[config.mk]
export PLATFORM = sky130hd
export DESIGN_NAME = unix_time_to_calendar_flat
export DESIGN_NICKNAME = d
export VERILOG_FILES = /design/src/sv/u2c_pkg.sv /design/src/sv/u2c_if.sv /design/src/sv/u2c_datapath.sv /design/src/sv/u2c_ctrl.sv /design/src/sv/unix_time_to_calendar.sv /design/src/flat_wrapper.sv
export VERILOG_INCLUDE_DIRS = /design/src /design/src/sv
export SDC_FILE = /design/constraint.sdc
export NUM_CORES = 1
export LEC_CHECK = 0
export ABC_AREA = 0
export BUFFER_PORTS_ARGS = -buffer_cell sky130_fd_sc_hd__buf_2
export CORE_MARGIN = 8
export CORE_UTILIZATION = 50
export DETAILED_ROUTE_END_ITERATION = 6
export HOLD_SLACK_MARGIN = 0.05
export PLACE_DENSITY = 0.67
export SLEW_MARGIN = 30
export SYNTH_ARGS = -nofsm -noshare
export SYNTH_HDL_FRONTEND = slang
export SYNTH_HIERARCHICAL = 1
export SYNTH_SLANG_ARGS = --single-unit
export TNS_END_PERCENT = 5
[constraint.sdc]
create_clock -name i_clk -period 10.95 [get_ports i_clk]
set_input_delay 1.095 -clock i_clk [delete_from_list [all_inputs] [get_ports i_clk]]
set_output_delay 1.095 -clock i_clk [all_outputs]
set_load 0.02 [all_outputs]
[src/sv/assert_macros.svh]
// Assertion macros for the RTL files that carry checks (the top level includes them).
`ifndef ASSERT_MACROS_SVH
`define ASSERT_MACROS_SVH

`ifndef SYNTHESIS

// Check a property on every rising clock edge outside reset.
`define ASSERT_CLK(lbl, clk, rstn, prop) \
    lbl: assert property (@(posedge clk) disable iff (!rstn) prop) \
        else $error("assertion failed");

// Check that a condition never holds outside reset.
`define ASSERT_NEVER(lbl, clk, rstn, expr) \
    `ASSERT_CLK(lbl, clk, rstn, !(expr))

`else

`define ASSERT_CLK(lbl, clk, rstn, prop)
`define ASSERT_NEVER(lbl, clk, rstn, expr)

`endif

`endif

[src/sv/u2c_pkg.sv]
// Types, constants and the month length table of the epoch-to-calendar block.
package u2c_pkg;

    localparam logic [16:0] SEC_PER_DAY    = 17'd86400;
    localparam logic [11:0] SEC_PER_HOUR   = 12'd3600;
    localparam logic [5:0]  SEC_PER_MIN    = 6'd60;
    localparam logic [10:0] DAYS_PER_QUAD  = 11'd1461;

    // Reciprocals: seconds>>7 by 675, seconds>>4 by 225, seconds>>2 by 15, days by 1461.
    localparam logic [25:0] RECIP_DAY  = 26'd50903317;
    localparam logic [25:0] RECIP_HOUR = 26'd9321;
    localparam logic [25:0] RECIP_MIN  = 26'd1093;
    localparam logic [25:0] RECIP_QUAD = 26'd91868;

    // Day index of 2100-03-01 counted from 1970-01-01.
    localparam logic [15:0] DAY_MAR1_2100  = 16'd47541;
    localparam logic [15:0] DAYS_PER_YEAR  = 16'd365;
    localparam logic [11:0] YEAR_BEFORE_EPOCH = 12'd1969;

    localparam logic [10:0] QUAD_YEAR1 = 11'd365;
    localparam logic [10:0] QUAD_YEAR2 = 11'd730;
    localparam logic [10:0] QUAD_YEAR3 = 11'd1095;

    localparam logic [3:0]  MONTH_DEC  = 4'd11;

    // Division phases.
    localparam logic [1:0] DIV_DAY  = 2'd0;
    localparam logic [1:0] DIV_HOUR = 2'd1;
    localparam logic [1:0] DIV_MIN  = 2'd2;
    localparam logic [1:0] DIV_QUAD = 2'd3;

    typedef struct packed {
        logic       load;
        logic [1:0] sel;
        logic       step;
        logic       year;
        logic       month_step;
        logic       out_load;
    } t_cmd;

    typedef struct packed {
        logic month_done;
        logic out_free;
    } t_status;

    function automatic logic [4:0] month_len(input logic leap, input logic [3:0] mon);
        logic [4:0] len;
        unique case (mon)
            4'd1:                      len = leap ? 5'd29 : 5'd28;
            4'd3, 4'd5, 4'd8, 4'd10:   len = 5'd30;
            default:                   len = 5'd31;
        endcase
        return len;
    endfunction

endpackage

[src/sv/u2c_if.sv]
// Valid/ready channel interfaces for the input and result transfers.
interface u2c_in_if;
    logic        valid;
    logic        ready;
    logic [31:0] unix_seconds;

    modport source (output valid, output unix_seconds, input ready);
    modport sink   (input valid, input unix_seconds, output ready);
endinterface

interface u2c_out_if;
    logic        valid;
    logic        ready;
    logic [11:0] year;
    logic [3:0]  month;
    logic [4:0]  day;
    logic [4:0]  hour;
    logic [5:0]  minute;
    logic [5:0]  second;

    modport source (output valid, output year, output month, output day,
                    output hour, output minute, output second, input ready);
    modport sink   (input valid, input year, input month, input day,
                    input hour, input minute, input second, output ready);
endinterface

[src/sv/u2c_datapath.sv]
// Datapath: shared reciprocal multiplier, year and month resolution, result register.
module u2c_datapath (
    input  logic            i_clk,
    input  logic            i_rst_n,
    input  u2c_pkg::t_cmd   i_cmd,
    output u2c_pkg::t_status o_status,
    input  logic [31:0]     i_seconds,
    u2c_out_if.source       o_out
);

    logic [31:0] r_num;
    logic [15:0] r_quo;
    logic [1:0]  r_sel;
    logic [15:0] r_days;
    logic [4:0]  r_hour;
    logic [5:0]  r_min;
    logic [5:0]  r_sec;
    logic [11:0] r_year;
    logic [8:0]  r_doy;
    logic        r_leap;
    logic [3:0]  r_mon;

    logic        r_ovalid;
    logic [11:0] r_oyear;
    logic [3:0]  r_omonth;
    logic [4:0]  r_oday;
    logic [4:0]  r_ohour;
    logic [5:0]  r_ominute;
    logic [5:0]  r_osecond;

    logic [16:0] w_div;
    logic [24:0] w_x;
    logic [25:0] w_recip;
    logic [50:0] w_prod;
    logic [15:0] w_quo;
    logic [32:0] w_back;
    logic [16:0] w_rem;
    logic [15:0] w_dshift;
    logic [31:0] n_num;
    logic [10:0] w_qrem;
    logic [10:0] w_doy;
    logic [1:0]  w_k;
    logic [4:0]  w_mlen;

    always_comb begin
        unique case (r_sel)
            u2c_pkg::DIV_DAY: begin
                w_div   = u2c_pkg::SEC_PER_DAY;
                w_x     = r_num[31:7];
                w_recip = u2c_pkg::RECIP_DAY;
            end
            u2c_pkg::DIV_HOUR: begin
                w_div   = {5'd0, u2c_pkg::SEC_PER_HOUR};
                w_x     = {12'd0, r_num[16:4]};
                w_recip = u2c_pkg::RECIP_HOUR;
            end
            u2c_pkg::DIV_MIN: begin
                w_div   = {11'd0, u2c_pkg::SEC_PER_MIN};
                w_x     = {15'd0, r_num[11:2]};
                w_recip = u2c_pkg::RECIP_MIN;
            end
            u2c_pkg::DIV_QUAD: begin
                w_div   = {6'd0, u2c_pkg::DAYS_PER_QUAD};
                w_x     = {9'd0, r_num[15:0]};
                w_recip = u2c_pkg::RECIP_QUAD;
            end
        endcase
    end

    assign w_prod = {26'd0, w_x} * {25'd0, w_recip};

    always_comb begin
        unique case (r_sel)
            u2c_pkg::DIV_DAY:  w_quo = w_prod[50:35];
            u2c_pkg::DIV_HOUR: w_quo = {11'd0, w_prod[25:21]};
            u2c_pkg::DIV_MIN:  w_quo = {10'd0, w_prod[19:14]};
            u2c_pkg::DIV_QUAD: w_quo = {10'd0, w_prod[32:27]};
        endcase
    end

    assign w_back = {17'd0, r_quo} * {16'd0, w_div};
    assign w_rem  = r_num[16:0] - w_back[16:0];

    // Skip the nonexistent 2100-02-29 so the four-year cycle stays regular.
    assign w_dshift = r_days + u2c_pkg::DAYS_PER_YEAR
                    + {15'd0, (r_days >= u2c_pkg::DAY_MAR1_2100)};

    always_comb begin
        unique case (i_cmd.sel)
            u2c_pkg::DIV_DAY:  n_num = i_seconds;
            u2c_pkg::DIV_HOUR: n_num = {15'd0, w_rem};
            u2c_pkg::DIV_MIN:  n_num = {15'd0, w_rem};
            u2c_pkg::DIV_QUAD: n_num = {16'd0, w_dshift};
        endcase
    end

    assign w_qrem = w_rem[10:0];

    always_comb begin
        priority if (w_qrem >= u2c_pkg::QUAD_YEAR3) begin
            w_k   = 2'd3;
            w_doy = w_qrem - u2c_pkg::QUAD_YEAR3;
        end else if (w_qrem >= u2c_pkg::QUAD_YEAR2) begin
            w_k   = 2'd2;
            w_doy = w_qrem - u2c_pkg::QUAD_YEAR2;
        end else if (w_qrem >= u2c_pkg::QUAD_YEAR1) begin
            w_k   = 2'd1;
            w_doy = w_qrem - u2c_pkg::QUAD_YEAR1;
        end else begin
            w_k   = 2'd0;
            w_doy = w_qrem;
        end
    end

    assign w_mlen = u2c_pkg::month_len(r_leap, r_mon);

    assign o_status.month_done = (r_mon == u2c_pkg::MONTH_DEC) || (r_doy < {4'd0, w_mlen});
    assign o_status.out_free   = !r_ovalid || o_out.ready;

    always_ff @(posedge i_clk) begin
        if (i_cmd.load) begin
            r_num <= n_num;
            unique case (i_cmd.sel)
                u2c_pkg::DIV_DAY:  ;
                u2c_pkg::DIV_HOUR: r_days <= r_quo;
                u2c_pkg::DIV_MIN:  r_hour <= r_quo[4:0];
                u2c_pkg::DIV_QUAD: begin
                    r_min <= r_quo[5:0];
                    r_sec <= w_rem[5:0];
                end
            endcase
        end else if (i_cmd.step) begin
            r_quo <= w_quo;
        end

        if (i_cmd.year) begin
            r_year <= u2c_pkg::YEAR_BEFORE_EPOCH + {4'd0, r_quo[5:0], 2'd0} + {10'd0, w_k};
            r_doy  <= w_doy[8:0];
            r_leap <= (w_k == 2'd3);
            r_mon  <= 4'd0;
        end else if (i_cmd.month_step) begin
            r_doy <= r_doy - {4'd0, w_mlen};
            r_mon <= r_mon + 4'd1;
        end

        if (i_cmd.out_load) begin
            r_oyear   <= r_year;
            r_omonth  <= r_mon + 4'd1;
            r_oday    <= r_doy[4:0] + 5'd1;
            r_ohour   <= r_hour;
            r_ominute <= r_min;
            r_osecond <= r_sec;
        end
    end

    always_ff @(posedge i_clk) begin
        if (!i_rst_n) begin
            r_sel    <= u2c_pkg::DIV_DAY;
            r_ovalid <= 1'b0;
        end else begin
            if (i_cmd.load) begin
                r_sel <= i_cmd.sel;
            end
            if (i_cmd.out_load) begin
                r_ovalid <= 1'b1;
            end else if (o_out.ready) begin
                r_ovalid <= 1'b0;
            end
        end
    end

    assign o_out.valid  = r_ovalid;
    assign o_out.year   = r_oyear;
    assign o_out.month  = r_omonth;
    assign o_out.day    = r_oday;
    assign o_out.hour   = r_ohour;
    assign o_out.minute = r_ominute;
    assign o_out.second = r_osecond;

endmodule

[src/sv/u2c_ctrl.sv]
// Controller: sequences the division phases, year resolution and month walk.
module u2c_ctrl (
    input  logic             i_clk,
    input  logic             i_rst_n,
    input  logic             i_in_valid,
    output logic             o_in_ready,
    input  u2c_pkg::t_status i_status,
    output u2c_pkg::t_cmd    o_cmd
);

    localparam logic [2:0] S_IDLE  = 3'd0;
    localparam logic [2:0] S_DIV   = 3'd1;
    localparam logic [2:0] S_LOAD  = 3'd2;
    localparam logic [2:0] S_YEAR  = 3'd3;
    localparam logic [2:0] S_MONTH = 3'd4;

    logic [2:0] r_state;
    logic [2:0] n_state;
    logic [1:0] r_phase;
    logic [1:0] n_phase;
    logic [1:0] w_next_phase;

    assign w_next_phase = r_phase + 2'd1;
    assign o_in_ready   = (r_state == S_IDLE);

    always_comb begin
        n_state = r_state;
        n_phase = r_phase;
        o_cmd   = '0;
        unique case (r_state)
            S_IDLE: begin
                if (i_in_valid) begin
                    o_cmd.load = 1'b1;
                    o_cmd.sel  = u2c_pkg::DIV_DAY;
                    n_phase    = u2c_pkg::DIV_DAY;
                    n_state    = S_DIV;
                end
            end
            S_DIV: begin
                o_cmd.step = 1'b1;
                n_state    = (r_phase == u2c_pkg::DIV_QUAD) ? S_YEAR : S_LOAD;
            end
            S_LOAD: begin
                o_cmd.load = 1'b1;
                o_cmd.sel  = w_next_phase;
                n_phase    = w_next_phase;
                n_state    = S_DIV;
            end
            S_YEAR: begin
                o_cmd.year = 1'b1;
                n_state    = S_MONTH;
            end
            S_MONTH: begin
                if (!i_status.month_done) begin
                    o_cmd.month_step = 1'b1;
                end else if (i_status.out_free) begin
                    o_cmd.out_load = 1'b1;
                    n_state        = S_IDLE;
                end
            end
            default: begin
                n_state = S_IDLE;
            end
        endcase
    end

    always_ff @(posedge i_clk) begin
        if (!i_rst_n) begin
            r_state <= S_IDLE;
            r_phase <= u2c_pkg::DIV_DAY;
        end else begin
            r_state <= n_state;
            r_phase <= n_phase;
        end
    end

endmodule

[src/sv/unix_time_to_calendar.sv]
// Top level: epoch seconds to UTC calendar date and time.
// Four reciprocal-multiply divisions (days, hours, minutes, four-year blocks), then
// year resolution and a month table walk of one step per month passed; a new input
// is taken only after the previous result has gone to the result register.
// The result register holds a finished item while the next one is taken.
// Reset is synchronous, active low; it clears the controller and result valid.
`include "assert_macros.svh"

module unix_time_to_calendar (
    input  logic      i_clk,
    input  logic      i_rst_n,
    u2c_in_if.sink    i_in,
    u2c_out_if.source o_out
);

    u2c_pkg::t_cmd    w_cmd;
    u2c_pkg::t_status w_status;
    logic             w_in_ready;

    assign i_in.ready = w_in_ready;

    u2c_ctrl u_ctrl (
        .i_clk      (i_clk),
        .i_rst_n    (i_rst_n),
        .i_in_valid (i_in.valid),
        .o_in_ready (w_in_ready),
        .i_status   (w_status),
        .o_cmd      (w_cmd)
    );

    u2c_datapath u_datapath (
        .i_clk     (i_clk),
        .i_rst_n   (i_rst_n),
        .i_cmd     (w_cmd),
        .o_status  (w_status),
        .i_seconds (i_in.unix_seconds),
        .o_out     (o_out)
    );

    `ASSERT_CLK(a_busy_after_take, i_clk, i_rst_n, (i_in.valid && i_in.ready) |=> !i_in.ready)
    `ASSERT_NEVER(a_no_overwrite, i_clk, i_rst_n, w_cmd.out_load && !w_status.out_free)
    `ASSERT_NEVER(a_month_past_end, i_clk, i_rst_n, w_cmd.month_step && w_status.month_done)

endmodule
[src/flat_wrapper.sv]
// flat-port wrapper written by rule: the top's interface ports become plain ports
module unix_time_to_calendar_flat 
  (i_clk, i_rst_n, i_in_valid, i_in_unix_seconds, i_in_ready, o_out_valid, o_out_year, o_out_month, o_out_day, o_out_hour, o_out_minute, o_out_second, o_out_ready);
  u2c_in_if i_in_i ();
  u2c_out_if o_out_i ();
  input  logic i_clk;
  input  logic i_rst_n;
  input wire logic [$bits(i_in_i.valid)-1:0] i_in_valid;
  input wire logic [$bits(i_in_i.unix_seconds)-1:0] i_in_unix_seconds;
  output wire logic [$bits(i_in_i.ready)-1:0] i_in_ready;
  output wire logic [$bits(o_out_i.valid)-1:0] o_out_valid;
  output wire logic [$bits(o_out_i.year)-1:0] o_out_year;
  output wire logic [$bits(o_out_i.month)-1:0] o_out_month;
  output wire logic [$bits(o_out_i.day)-1:0] o_out_day;
  output wire logic [$bits(o_out_i.hour)-1:0] o_out_hour;
  output wire logic [$bits(o_out_i.minute)-1:0] o_out_minute;
  output wire logic [$bits(o_out_i.second)-1:0] o_out_second;
  input wire logic [$bits(o_out_i.ready)-1:0] o_out_ready;
  assign i_in_i.valid = i_in_valid;
  assign i_in_i.unix_seconds = i_in_unix_seconds;
  assign i_in_ready = i_in_i.ready;
  assign o_out_valid = o_out_i.valid;
  assign o_out_year = o_out_i.year;
  assign o_out_month = o_out_i.month;
  assign o_out_day = o_out_i.day;
  assign o_out_hour = o_out_i.hour;
  assign o_out_minute = o_out_i.minute;
  assign o_out_second = o_out_i.second;
  assign o_out_i.ready = o_out_ready;
  unix_time_to_calendar u_core (.i_clk(i_clk), .i_rst_n(i_rst_n), .i_in(i_in_i), .o_out(o_out_i));
endmodule
==> impl_metrics.py, run 1 <==
metrics = {
    "timing": {
        "fin_crit_sh_pct": 89.9,
        "worstMarginPinSlew_ns": 0.906,
        "finalSetupViolCount": 0,
        "finalCriticalPeriod_ns": 9.84,
        "clock.fmax_mhz": 102,
        "skew_ns": 0.0173,
        "rsz0062_at_grt": "no",
        "maxSlewHeadroom_pct": 39.6,
        "finalHoldViolCount": 0,
        "tns_ns": 0,
        "slew_viol_final": 0,
    },
    "finish": {
        "regArea_um2": 4470,
        "drive_above_1_share_pct": 6.29,
        "fillers": 4688,
        "synthToLayoutAreaGrowth_pct": 6.80,
        "multi_input_area_um2": 19200,
        "nets": 3561,
    },
    "cts": {
        "clk_path_buf_depth": 2,
        "cts_tree": "done",
        "cts_buffers": 17,
        "cts_setup_buffers": 0,
        "cts_resized": 0,
        "cts.reportedPaths.clkPinSlew_ns": 0.07,
        "cts_hold_buf": 0,
        "h-tree-depth": 4,
        "root_buffer": "clkbuf_16",
        "clkSinkCount": 153,
        "clk_latency_ns": 0.45,
    },
    "logic_synthesis": {
        "synth_cells": 2659,
        "synthesis.area_um2": 26500,
        "synth_common_cells": "inv_1, fa_1, ha_1",
        "synth_edf_count": 141,
        "syn_area_per_cell_um2": 9.97,
        "yosys.area.top_type": "fa_1",
        "synthArstFlopShare_pct": 0,
        "synthDistinctLibCells": 85,
        "yosysSeqAreaShare_pct": 16.9,
        "yosys_warnings": 6,
        "yosys.cell_count.top_type": "inv_1",
        "synth_ff_type": "edfxtp_1",
        "synth_top_area_share_pct": 33.5,
        "synth.ff_latch_count": 153,
        "synth_area_leaders": "fa_1, ha_1, edfxtp_1",
    },
    "setup_path": {
        "critPathMaxFanout": 66,
        "cp-startpoint": "u_core/u_datapath/r_sel[1]",
        "r2r_start": "u_core/u_datapath/r_sel[1]",
        "critPathArrivalTime_ns": 10.03,
        "crit_path_end": "u_core/u_datapath/r_quo[13]",
        "r2r_end": "u_core/u_datapath/r_quo[13]",
        "end_kind": "register",
        "slowest_stage": "dfxtp_1",
        "startpoint_type": "register",
        "worst_ep_required_time_ns": 11.14,
        "r2r_slack_ns": 1.11,
        "slowest_delay_ns": 0.80,
        "path_class": "reg2reg",
        "reg2reg_depth": 28,
    },
    "floorplanning": {
        "io_pins": 76,
        "fp.dieH_um": 246,
        "initial_core_util_pct": 50.5,
        "dieArea_um2": 60600,
        "dieWidth_um": 246,
        "rows": 84,
        "core_area_um2": 52400,
    },
    "drt": {
        "wl_per_cell_um": 19.9,
        "vias": 18092,
        "drt_iter0_drc": 1185,
        "drc": 0,
        "drt_wl_total_mm": 68.2,
        "drtAntennaViolNets": 0,
        "drtPass1Iterations": 6,
        "post_drt_via_cell_ratio": 5.29,
    },
    "placed_design": {
        "place_hpwl_mm": 57.9,
        "gp_congestion": 0.964,
        "port_buffers": 75,
    },
    "hold_path": {
        "holdPathStages": 0,
        "hp-class": "reg2reg",
    },
    "global_route": {
        "antenna_found_initial": 0,
        "grtUsageTotal_pct": 23.2,
        "grt_max_degree": 67,
        "grt_pass1_wl_mm": 109,
        "grt_pass1_vias": 19719,
        "gr-total-overflow": 0,
    },
    "run": {
        "cap_violations": 0,
    },
    "outcome": {
        "outcome": "finished clean",
    },
}
[metal layers]
layer / routed length, um / GRT usage, %
met3: 2950 / 3.02
met5: 0 / 0
met4: 1690 / 6.13
met2: 34800 / 41.3
met1: 28800 / 29.4
[registers in the layout, indices dropped and copies added, names as in the netlist]
register and cells:
u_core/u_datapath/r_num 32, u_core/u_datapath/r_days 16, u_core/u_datapath/r_quo 16, u_core/u_datapath/o_out.year 12, u_core/u_datapath/r_year 12, u_core/u_datapath/r_doy 9, u_core/u_datapath/o_out.minute 6, u_core/u_datapath/o_out.second 6
u_core/u_datapath/r_min 6, u_core/u_datapath/r_sec 6, u_core/u_datapath/o_out.day 5, u_core/u_datapath/o_out.hour 5, u_core/u_datapath/r_hour 5, u_core/u_datapath/o_out.month 4, u_core/u_datapath/r_mon 4, u_core/u_ctrl/r_state 3
u_core/u_ctrl/r_phase 2, u_core/u_datapath/r_sel 2, u_core/u_datapath/o_out.valid 1, u_core/u_datapath/r_leap 1
[final cells by class]
| type | count | area share [%] |
|---|---|---|
| Multi-Input combinational cell | 1759 | 67.9 |
| Sequential cell | 153 | 15.8 |
| Inverter | 701 | 9.30 |
| Tap cell | 688 | 3.04 |
| Timing Repair Buffer | 89 | 1.77 |
| Clock buffer | 17 | 1.50 |
| Clock inverter | 15 | 0.650 |
| Antenna cell | 1 | 0.00884 |
[cell usage in the layout (no fill, tap or decap), drive strengths merged, types with 9 or more instances in the layout]
cell type  instances
nor2             117
nor2b             38
o21ai             57
xnor2             79
buf               89
nand2b            34
and2              79
nand3             21
a21oi             76
clkbuf            17
a221oi            10
nand4             12
a31oi             13
nand2            151
dfxtp             12
or2               14
inv              711
a22oi             13
o211ai             9
ha               361
fa               443
xor2              35
a21o              25
mux2i             12
and3              12
edfxtp           141
conb              24
nor3              20
[worst min-delay path by stage]
stage	startpoint	to
after floorplan	u_core/u_datapath/r_hour[0]	u_core/u_datapath/o_out.hour[0]
after global placement	u_core/u_datapath/r_sec[2]	u_core/u_datapath/o_out.second[2]
after detailed placement	u_core/u_datapath/r_hour[2]	u_core/u_datapath/o_out.hour[2]
after CTS	u_core/u_datapath/r_year[3]	u_core/u_datapath/o_out.year[3]
after global routing	u_core/u_datapath/r_min[3]	u_core/u_datapath/o_out.minute[3]
final	u_core/u_datapath/r_min[3]	u_core/u_datapath/o_out.minute[3]
[critical path, delay by kind of cell (launching register included)]
kind                     cells  cell delay [ns]
AO/OA/AOI/OAI                9             2.78
adder cells (fa/ha/maj)      9             4.28
AND/OR/NAND/NOR              3             0.76
flip-flops                   1             0.80
buffers and inverters        7             0.92
[per-stage QoR]
step	hold slack, ns	std cells	cell area, um2	util [%]	worst slack (ns)
after floorplan	0.400	2681	26600	-	2.34
after global placement	0.401	3389	27700	52.7	1.25
after detailed placement	0.405	3390	27700	52.8	1.19
after CTS	0.418	3422	28300	54.0	1.13
after global routing	0.420	3422	28300	54.0	0.666
final	0.417	3423	28300	54.0	1.11
[kinds of logic after synthesis]
| family | synth area share, % |
|---|---|
| buffers and inverters | 11.0 |
| other | 0.0283 |
| XOR/XNOR | 3.88 |
| flip-flops | 16.9 |
| AND/OR/NAND/NOR | 9.79 |
| AO/OA/AOI/OAI | 7.22 |
| multiplexers | 0.666 |
| adder cells (fa/ha/maj) | 50.5 |
Power of run 1 is left out: the tool's default activity adds up to more than one toggle a clock period on the data nets, which glitch-free logic cannot reach.
==> run 2, diff against run 1 <==
--- a/config.mk
+++ b/config.mk
@@ -8,11 +8,13 @@
 export LEC_CHECK = 0
 export ABC_AREA = 0
 export BUFFER_PORTS_ARGS = -buffer_cell sky130_fd_sc_hd__buf_2
-export CORE_MARGIN = 8
-export CORE_UTILIZATION = 50
+export CELL_PAD_IN_SITES_DETAIL_PLACEMENT = 2
+export CELL_PAD_IN_SITES_GLOBAL_PLACEMENT = 2
+export CORE_MARGIN = 2
+export CORE_UTILIZATION = 43
 export DETAILED_ROUTE_END_ITERATION = 6
 export HOLD_SLACK_MARGIN = 0.05
-export PLACE_DENSITY = 0.67
+export PLACE_DENSITY = 0.84
 export SLEW_MARGIN = 30
 export SYNTH_ARGS = -nofsm -noshare
 export SYNTH_HDL_FRONTEND = slang
==> run 2 against run 1 <==
Effect of this change: flip-flop and latch count is the same; final cell count grew 3.2%; register-to-register slack lost 0.11 ns; count of clock-buffer cells in the layout is the same; largest cell class unchanged.
==> impl_metrics.py, run 2 (synthesis gave the netlist of run 1 again) <==
metrics = {
    "global_route": {
        "antenna_found_initial": 1,
        "grt_max_degree": 50,
        "gr-total-overflow": 0,
        "grtUsageTotal_pct": 31.9,
        "grt_pass1_vias": 23960,
        "grt_pass1_wl_mm": 150,
    },
    "cts": {
        "clk_path_buf_depth": 2,
        "root_buffer": "clkbuf_16",
        "cts_resized": 0,
        "cts_buffers": 17,
        "cts_hold_buf": 0,
        "clkSinkCount": 153,
        "cts.reportedPaths.clkPinSlew_ns": 0.09,
        "h-tree-depth": 4,
        "cts_tree": "done",
        "clk_latency_ns": 0.48,
        "cts_setup_buffers": 0,
    },
    "drt": {
        "vias": 19854,
        "drc": 0,
        "drt_wl_total_mm": 98.4,
        "drtPass1Iterations": 6,
        "post_drt_via_cell_ratio": 5.62,
        "wl_per_cell_um": 27.9,
        "drtAntennaViolNets": 0,
        "drt_iter0_drc": 1324,
    },
    "placed_design": {
        "placed_cells": 3498,
        "gp_congestion": 0.938,
        "port_buffers": 75,
        "place_hpwl_mm": 80.2,
    },
    "timing": {
        "rsz0062_at_grt": "no",
        "finalHoldViolCount": 0,
        "tns_ns": 0,
        "slew_viol_final": 0,
        "finalSetupViolCount": 0,
        "maxSlewHeadroom_pct": 30.0,
        "clock.fmax_mhz": 100,
        "worstMarginPinSlew_ns": 1.05,
        "skew_ns": 0.0292,
        "finalCriticalPeriod_ns": 9.95,
        "fin_crit_sh_pct": 90.9,
    },
    "setup_path": {
        "worst_ep_required_time_ns": 11.15,
        "critPathMaxFanout": 23,
        "critPathArrivalTime_ns": 10.15,
        "slowest_delay_ns": 0.66,
        "slowest_stage": "nor3_1",
        "cp_top_family": "adder cells",
        "crit_cells": 27,
        "reg2reg_depth": 27,
        "startpoint_type": "register",
        "cp_num_buf_inv": 5,
        "path_class": "reg2reg",
        "cpMostUsedCell": "fa_1",
        "end_kind": "register",
    },
    "finish": {
        "layout_common_cells": "inv_1, fa_1, ha_1, nand2_1, edfxtp_1",
        "synthToLayoutAreaGrowth_pct": 7.49,
        "fin_cells": 3531,
        "fillers": 6349,
        "regArea_um2": 4470,
        "largest-register": "u_core/u_datapath/r_num",
        "nets": 3567,
        "multi_input_area_um2": 19200,
        "drive_above_1_share_pct": 6.46,
        "largest_reg_flops": 32,
        "final_common_cell": "inv_1",
        "top_regs": "u_core/u_datapath/r_num x32, u_core/u_datapath/r_days x16, u_core/u_datapath/r_quo x16",
    },
    "floorplanning": {
        "rows": 91,
        "dieArea_um2": 63600,
        "fp.dieH_um": 252,
        "dieWidth_um": 252,
        "initial_core_util_pct": 43.2,
        "io_pins": 76,
        "core_area_um2": 61400,
    },
    "hold_path": {
        "holdPathStages": 0,
        "hp-class": "reg2reg",
    },
    "run": {
        "cap_violations": 0,
    },
    "outcome": {
        "outcome": "finished clean",
    },
}
-- run 2: cell count changes in the layout (fill, tap and decap cells not counted), sizes merged --
| cell | delta |
|---|---|
| buf | +6 |
| bufinv | +1 |
| clkinvlp | +2 |
| inv | -3 |
-- run 2: worst register-to-register path, delay by kind of cell, from the launching register on --
kind | cells | cell delay [ns]
adders and majority gates | 9 | 4.64
AOI/OAI and AO/OA | 9 | 2.43
and+or+nand+nor | 4 | 1.33
buffers and inverters | 5 | 0.81
DFF | 1 | 0.50
-- run 2: final timing paths --
check / startpoint / endpoint / slack, ns
worst min-delay path: u_core/u_datapath/r_sec[1] / u_core/u_datapath/o_out.second[1] / 0.42
worst max register to register: u_core/u_datapath/r_sel[0] / u_core/u_datapath/r_quo[13] / 1.0
worst max-delay path: u_core/u_datapath/r_sel[0] / u_core/u_datapath/r_quo[13] / 1.0
worst min register to register: u_core/u_datapath/r_sec[1] / u_core/u_datapath/o_out.second[1] / 0.42
-- run 2: routing by layer --
| layer | track usage, % | wire length (um) | share of wire (%) | vias up |
|---|---|---|---|---|
| li1 | - | - | - | 8415 |
| met3 | 3.70 | 4100 | 4.2 | 290 |
| met4 | 17.5 | 6090 | 6.2 | 0 |
| met1 | 36.2 | 36900 | 37 | 10401 |
| met5 | 0 | 0 | 0 | - |
| met2 | 58.2 | 51400 | 52 | 748 |
-- run 2: area by class of cell --
cell class | instances | area share (%)
timing repair buffer | 95 | 1.91
antenna | 1 | 0.00878
clock buffer | 17 | 1.49
tap | 790 | 3.47
multi-input combinational | 1759 | 67.5
sequential | 153 | 15.7
clock inverter | 15 | 0.703
inverter | 701 | 9.24
-- run 2: stage by stage --
stage	utilization [%]	setup WS, ns	cell area [um2]	hold WS, ns
final	46.4	0.999	28500	0.418
after CTS	46.4	1.22	28500	0.427
after global placement	45.4	1.83	27800	0.402
after floorplan	-	2.34	26600	0.400
after global routing	46.4	0.716	28500	0.426
after detailed placement	45.4	1.35	27900	0.409
Power of run 2 is left out for the same reason.
